<file path="src/design/connection_heartbeat_table_defines.svh">
// Assertion macros used by the connection heartbeat table back end
`ifndef CONNECTION_HEARTBEAT_TABLE_DEFINES_SVH
`define CONNECTION_HEARTBEAT_TABLE_DEFINES_SVH

`ifndef NO_ASSERTIONS

`define CHT_ASSERT_ALWAYS(label, clk, rst, cond) \
   label: assert property (@(posedge clk) disable iff (rst) (cond)) \
      else $error("invariant violated");

`define CHT_ASSERT_IMPLY(label, clk, rst, ante, cons) \
   label: assert property (@(posedge clk) disable iff (rst) (ante) |-> (cons)) \
      else $error("same-cycle implication violated");

`define CHT_ASSERT_NEXT(label, clk, rst, ante, cons) \
   label: assert property (@(posedge clk) disable iff (rst) (ante) |=> (cons)) \
      else $error("next-cycle implication violated");

`else

`define CHT_ASSERT_ALWAYS(label, clk, rst, cond)
`define CHT_ASSERT_IMPLY(label, clk, rst, ante, cons)
`define CHT_ASSERT_NEXT(label, clk, rst, ante, cons)

`endif

`endif

</file>
<file path="src/design/cht_pkg.sv">
// Types and constants of the connection heartbeat table
`timescale 1ns / 1ps
`default_nettype none
package cht_pkg;

   localparam int SLOTS_DEFAULT = 32;

   localparam int TIME_W    = 48;
   localparam int WALL_W    = 32;
   localparam int ID_W      = 6;
   localparam int TOTAL_W   = 7;
   localparam int BEAT_W    = 8;
   localparam int KIND_W    = 2;
   localparam int REQ_W     = 2;
   localparam int CSR_W     = 32;
   localparam int CSR_IDX_W = 2;

   localparam int QUEUE_DEPTH = 2;
   localparam int QPTR_W      = (QUEUE_DEPTH > 1) ? $clog2(QUEUE_DEPTH) : 1;
   localparam int QCNT_W      = $clog2(QUEUE_DEPTH + 1);

   // register indexes
   localparam logic [CSR_IDX_W-1:0] CSR_TIMEOUT = 2'd0;
   localparam logic [CSR_IDX_W-1:0] CSR_SPEEDUP = 2'd1;
   localparam logic [CSR_IDX_W-1:0] CSR_LIMIT   = 2'd2;

   localparam logic [CSR_W-1:0]  TIMEOUT_RESET = 32'd30000;
   localparam logic [CSR_W-1:0]  SPEEDUP_RESET = 32'd1000;
   localparam logic [BEAT_W-1:0] LIMIT_RESET   = 8'd5;

   // request codes on the input word
   localparam logic [REQ_W-1:0] REQ_ADD  = 2'd0;
   localparam logic [REQ_W-1:0] REQ_DEL  = 2'd1;
   localparam logic [REQ_W-1:0] REQ_BEAT = 2'd2;
   localparam logic [REQ_W-1:0] REQ_TICK = 2'd3;

   // internal operations after classification
   localparam int OP_W = 3;
   localparam logic [OP_W-1:0] OP_ADD  = 3'd0;
   localparam logic [OP_W-1:0] OP_DEL  = 3'd1;
   localparam logic [OP_W-1:0] OP_BEAT = 3'd2;
   localparam logic [OP_W-1:0] OP_TICK = 3'd3;
   localparam logic [OP_W-1:0] OP_ACK  = 3'd4;

   // result kinds
   localparam logic [KIND_W-1:0] EV_ACK    = 2'd0;
   localparam logic [KIND_W-1:0] EV_LOGOUT = 2'd1;
   localparam logic [KIND_W-1:0] EV_PUSH   = 2'd2;

   localparam logic [TIME_W-1:0] FIRST_INTERVAL = 48'd10000;
   localparam logic [TIME_W-1:0] INTERVAL_MAX   = {TIME_W{1'b1}};
   localparam logic [TIME_W-1:0] INTERVAL_SAT   = INTERVAL_MAX / 48'd10;

   typedef struct packed {
      logic [CSR_W-1:0]  timeout_ms;
      logic [CSR_W-1:0]  speedup_ms;
      logic [BEAT_W-1:0] speedup_limit;
   } cfg_type;

   typedef struct packed {
      logic [OP_W-1:0]   op;
      logic [ID_W-1:0]   slot_id;
      logic [TIME_W-1:0] now_ms;
      logic [WALL_W-1:0] wall_seconds;
   } cmd_type;

   typedef struct packed {
      logic [TIME_W-1:0] beat_stamp;
      logic [TIME_W-1:0] push_stamp;
      logic [TIME_W-1:0] push_interval;
      logic [BEAT_W-1:0] fast_count;
   } entry_type;

endpackage
`default_nettype wire

</file>
<file path="src/design/cht_front.sv">
// Front end: classifies request words and queues them for the back end
`timescale 1ns / 1ps
`default_nettype none
module cht_front #(
   parameter int SLOTS = cht_pkg::SLOTS_DEFAULT
) (
   input  wire                          clock,
   input  wire                          reset,
   input  wire                          req_valid,
   output logic                         req_ready,
   input  wire  [cht_pkg::REQ_W-1:0]    req_type,
   input  wire  [cht_pkg::ID_W-1:0]     req_conn_id,
   input  wire  [cht_pkg::TIME_W-1:0]   req_now_ms,
   input  wire  [cht_pkg::WALL_W-1:0]   req_wall_seconds,
   output logic                         cmd_valid,
   input  wire                          cmd_pop,
   output cht_pkg::cmd_type             cmd_head
);
   import cht_pkg::*;

   cmd_type            q_ff [QUEUE_DEPTH];
   logic [QPTR_W-1:0]  wr_ptr_ff, wr_ptr_in;
   logic [QPTR_W-1:0]  rd_ptr_ff, rd_ptr_in;
   logic [QCNT_W-1:0]  count_ff, count_in;
   logic               push;
   logic               in_range;
   cmd_type            decoded;

   always_comb begin
      in_range             = ({1'b0, req_conn_id} < (ID_W + 1)'(SLOTS));
      decoded.slot_id      = req_conn_id;
      decoded.now_ms       = req_now_ms;
      decoded.wall_seconds = req_wall_seconds;
      unique case (req_type)
         REQ_ADD:  decoded.op = in_range ? OP_ADD : OP_ACK;
         REQ_DEL:  decoded.op = in_range ? OP_DEL : OP_ACK;
         REQ_BEAT: decoded.op = in_range ? OP_BEAT : OP_ACK;
         REQ_TICK: decoded.op = OP_TICK;
         default:  decoded.op = OP_ACK;
      endcase
   end

   always_comb begin
      req_ready = (count_ff < QCNT_W'(QUEUE_DEPTH));
      push      = req_valid && req_ready;
      cmd_valid = (count_ff != '0);
      cmd_head  = q_ff[rd_ptr_ff];
      wr_ptr_in = wr_ptr_ff;
      rd_ptr_in = rd_ptr_ff;
      count_in  = count_ff;
      if (push) begin
         wr_ptr_in = (wr_ptr_ff == QPTR_W'(QUEUE_DEPTH - 1)) ? '0 : wr_ptr_ff + 1'b1;
      end
      if (cmd_pop) begin
         rd_ptr_in = (rd_ptr_ff == QPTR_W'(QUEUE_DEPTH - 1)) ? '0 : rd_ptr_ff + 1'b1;
      end
      if (push && !cmd_pop) begin
         count_in = count_ff + 1'b1;
      end else if (!push && cmd_pop) begin
         count_in = count_ff - 1'b1;
      end
   end

   always_ff @(posedge clock) begin
      if (push) begin
         q_ff[wr_ptr_ff] <= decoded;
      end
   end

   always_ff @(posedge clock) begin
      if (reset) begin
         wr_ptr_ff <= '0;
         rd_ptr_ff <= '0;
         count_ff  <= '0;
      end else begin
         wr_ptr_ff <= wr_ptr_in;
         rd_ptr_ff <= rd_ptr_in;
         count_ff  <= count_in;
      end
   end

endmodule
`default_nettype wire

</file>
<file path="config.mk">
export PLATFORM = sky130hd
export DESIGN_NAME = cht_front
export DESIGN_NICKNAME = d
export VERILOG_FILES = /design/src/design/connection_heartbeat_table_defines.svh /design/src/design/cht_pkg.sv /design/src/design/cht_front.sv
export SDC_FILE = /design/constraint.sdc
export NUM_CORES = 1
export LEC_CHECK = 0
export ABC_AREA = 1
export CAP_MARGIN = 20
export CORE_MARGIN = 2
export CORE_UTILIZATION = 30
export CTS_CLUSTER_SIZE = 16
export DETAILED_ROUTE_END_ITERATION = 12
export DONT_BUFFER_PORTS = 1
export GPL_ROUTABILITY_DRIVEN = 0
export PLACE_DENSITY = 0.46
export SLEW_MARGIN = 20
export SYNTH_ARGS = -nofsm -noshare
export SYNTH_HDL_FRONTEND = slang
export SYNTH_SLANG_ARGS = --single-unit
</file>
<file path="constraint.sdc">
create_clock -name clock -period 16.65 [get_ports clock]
set_input_delay 3.33 -clock clock [delete_from_list [all_inputs] [get_ports clock]]
set_output_delay 3.33 -clock clock [all_outputs]
set_load 0.02 [all_outputs]
</file>
**Yosys cells after proc, flatten, opt, wreduce, memory -nomap -nowiden**

Memory sizes are Yosys's and may differ from the RTL's. A register that Yosys moved wholly into a read port is not among the register bits.
Index checks and enable logic that the tools add are counted.
W data, S select, Z words.

- Bits in registers: 4
- Memory bits (writable): 178
- Input port bits: 92
- Output and inout bits: 91
- Word-level logic and storage cells: 33
- Memories kept: 1

Memories:

| memory | words | bits a word | read ports | clocked after memory_dff | wr ports | RTL line | text |
|---|---|---|---|---|---|---|---|
| q_ff | 2 | 89 | 1 | 1 | 1 | cht_front.sv:21 | `cmd_type q_ff [QUEUE_DEPTH];` |

- Add/sub/neg operators: 4
- Order comparisons: 2
- Equality and inequality tests: 3
- Multiplexer cells: 12
- Reductions and logical operators: 8

Operators by type and width:

| cell | count |
|---|---|
| $pmux W3 S4 | 1 |
| $mux W3 | 3 |
| $lt A6 B6 Y1 const B | 1 |
| $mux W1 | 6 |
| $eq A2 B2 Y1 const B | 2 |
| $mux W2 | 2 |
| $reduce_bool A2 Y1 | 2 |
| $logic_and A1 B1 Y1 | 3 |
| $add A1 B1 Y1 const B | 2 |
| $add A2 B1 Y2 const B | 1 |
| $eq A2 B1 Y1 const B | 1 |
| $logic_not A1 Y1 | 2 |
| $logic_not A2 Y1 | 1 |
| $lt A2 B2 Y1 const B | 1 |
| $sub A2 B1 Y2 const B | 1 |

**Logic depth before layout (Yosys ltp)**

- Word-level depth: 6
- Mapped depth: 10
- Mapped depth without buffers: 10

**Least setup slack after synthesis**

OpenSTA, ideal clock, no wires.

- Kind: input -> register
- From: input req_valid
- To: memory q_ff[1][0] in the netlist's numbering, enable pin
- Library setup time: 0.539 ns
- Data arrival time: 7.157 ns
- Data required time: 16.111 ns
- Setup slack: 8.955 ns
- Stages on the path: 2
- Path buffers: 0
- Cells stage by stage: nand2_1 -> nor2_1

- Longest elaborated chain between the ends: 3

RTL lines:

| item | RTL line | text |
|---|---|---|
| from (decl) | cht_front.sv:9 | `input wire req_valid,` |
| $logic_and A1 B1 Y1 | cht_front.sv:45 | `push = req_valid && req_ready;` |
| $mux W1 | cht_front.sv:65 | `if (push) begin` |
| $mux W1 (not written as such) | cht_front.sv:66 | `q_ff[wr_ptr_ff] <= decoded;` |
| to (decl) | cht_front.sv:21 |  |

No other way between the ends.

==> impl_metrics.csv <==
group,metric,value,unit
yosys,synth_cell_types,17,
global_routing,grt_overflow,0,
floorplanning,die_area,23560,µm²
routing,vias_per_cell,4.479,
yosys,yosysWarnings,0,
cells_and_area,final.fill_count,2069,
clocking,postCtsSetupRepairBufs,0,
routing,via_count,2777,
cells_and_area,antennaDiodeCount,0,
routing,drtIter0Drc,115,
clocking,post_cts_resized,0,
global_routing,grt_pass1_wl,18020,µm
global_routing,grt_use_total,10.21,%
power_and_ir_drop,power.ir.vdd_worst,0.06132,mV
sta,final_max_slew_viol_count,0,
yosys,ys_seq_area_share,81.21,%
placement,io_buffers,0,
sta,finalCriticalPeriod,5691,ps
clocking,cts_hold_buf,0,
cells_and_area,mostFrequentLayoutCells,"edfxtp_1, mux2_2, clkbuf_16",
routing,wire_per_inst,19.33,µm
setup_path,slowest_stage,"dfxtp_4",
clocking,clk_pin_slew,70,ps
yosys,ys_ff_latch,183,
sta,worst_hold_slack,511.2,ps
setup_path,worstPathArrival,2360,ps
routing,antenna_left,0,
cells_and_area,num-nets-final,421,
global_routing,grt_antenna_before_repair,0,
setup_path,cp_cell_sequence,"buf_4 -> mux2_2",
setup_path,end_kind,"output pin",
sta,fmax,175.7,MHz
floorplanning,die_width,153.5,µm
cells_and_area,utilization,35.09,%
clocking,clk_latency,420,ps
floorplanning,rows,54,
setup_path,crit_path_max_incr_delay,710,ps
global_routing,grt_max_degree,71,
yosys,syn_avg_cell_area,21.29,µm²
routing,firstDrtPassIters,4,
setup_path,crit_type,"reg -> out",
routing,remaining_drc_errors,0,
setup_path,cp.required,13320,ps
sta,fin_ws,10960,ps
yosys,syn-instance-count,315,
sta,fin_crit_sh,34.18,%
yosys,synth_fp_nets,408,
job,cap_violations,0,
floorplanning,dieHeight,153.5,µm
cells_and_area,layout_commonest_cell,"edfxtp_1",
clocking,cts_root_buffer,"clkbuf_16",
placement,hpwl,7449,µm
power_and_ir_drop,power.density,145.8,nW/µm²
global_routing,grt_pass1_vias,2951,
floorplanning,core,21890,µm²
clocking,cts_max_level,4,
clocking,cts_tree,"done",
clocking,cts_buffer_depth,2,
yosys,syn_area,6705,µm²
sta,fin_setup_tns,0,ps
sta,setup_violations,0,
cells_and_area,area_growth,14.55,%
floorplanning,start_util,30.63,%
status,status,"finished clean",
sta,slew_headroom,32.31,%
sta,rsz0062_at_grt,"false",
hold_path,hp-class,"reg -> reg",
setup_path,worstPathMaxFanout,49,
floorplanning,ioPinCount,183,
sta,skew,10.70,ps
clocking,cts_buffers,17,
clocking,cts_num_sinks,183,
placement,post-place-ws,11280,ps
power_and_ir_drop,p_leak,2.503,nW
cells_and_area,drive_gt1_share,36.76,%
setup_path,worstSetupStartpointType,"flip-flop",
routing,drt-total-wl,11980,µm
sta,worst_pin_slew,1015,ps
sta,hold_viol_final,0,
-- per-stage QoR --
| stage | instance area, µm² | cells | total power, mW |
|---|---|---|---|
| after detailed placement | 7036 | 589 | 0.6924 |
| after CTS | 7681 | 620 | 1.139 |
| after global routing | 7681 | 620 | 1.162 |
| after global placement | 7036 | 589 | 0.6905 |
| after floorplan | 6705 | 315 | 0.6733 |
| final | 7681 | 620 | 1.120 |
-- registers in the layout, indices dropped and copies added (netlist names), named ones only --
signal     flops
count_ff       2
q_ff         178
rd_ptr_ff      1
wr_ptr_ff      1
-- synthesized netlist by cell type, drive strengths merged --
master	count	area share (%)
nor3	1	0.075
nand2	6	0.34
a21boi	1	0.11
dfxtp	5	1.5
edfxtp	178	80
inv	11	0.62
buf	10	1.0
o21ai	1	0.075
nand4	1	0.093
nand3	1	0.075
mux2	89	16
ha	1	0.19
nor2	6	0.34
a21oi	3	0.22
xnor2	1	0.13
-- layout make-up --
cell class              instances  area (µm²)  share of cell area [%]
flip-flops and latches        183        5449                   70.94
multi-input cells             111        1165                   15.17
clock inverters                14       220.2                   2.867
clock buffers                  17       425.4                   5.538
repair buffers                  4       30.03                  0.3909
inverters                      11       41.29                  0.5375
well taps                     280       350.3                   4.561
-- worst max-delay path: cells and delay by family (launching register included) --
family,cells,cell delay [ps]
flip-flops,1,710
multiplexers,1,480
buffers and inverters,1,660
-- layer usage --
layer	vias up	GRT usage (%)	wire [µm]
li1	1247	-	-
met1	1405	12.17	4810
met2	116	15.75	5761
met3	9	5.609	1290
met4	0	3.408	121
met5	-	0	0
-- cell families after synthesis --
group | count (synthesis) | share of synthesized area, %
and+or+nand+nor | 15 | 0.9142
muxes | 89 | 15.51
DFF | 183 | 81.21
buffers and inverters | 21 | 1.642
xor gates and xnor gates | 1 | 0.1306
adders and majority gates | 1 | 0.1866
AOI/OAI and AO/OA | 5 | 0.4104
-- path summary, 6_finish.rpt --
path | to | depth (start not counted) | startpoint | slack, ps
setup reg to reg | q_ff[1][82] | 4 | count_ff[1] | 14030
hold / removal | flip-flop | 2 | rd_ptr_ff | 510
setup / recovery | cmd_head[71] | 2 | flip-flop | 10960
hold reg to reg | flip-flop | 2 | rd_ptr_ff | 510
-- power breakdown --
| group | internal (mW) | leakage, nW | total (mW) | switching, mW |
|---|---|---|---|---|
| Sequential | 0.550 | 1.70 | 0.561 | 0.0115 |
| Clock | 0.268 | 0.311 | 0.442 | 0.174 |
| Combinational | 0.0348 | 0.494 | 0.117 | 0.0824 |
| Total | 0.852 | 2.50 | 1.12 | 0.268 |
(Power assumes the default switching activity.)
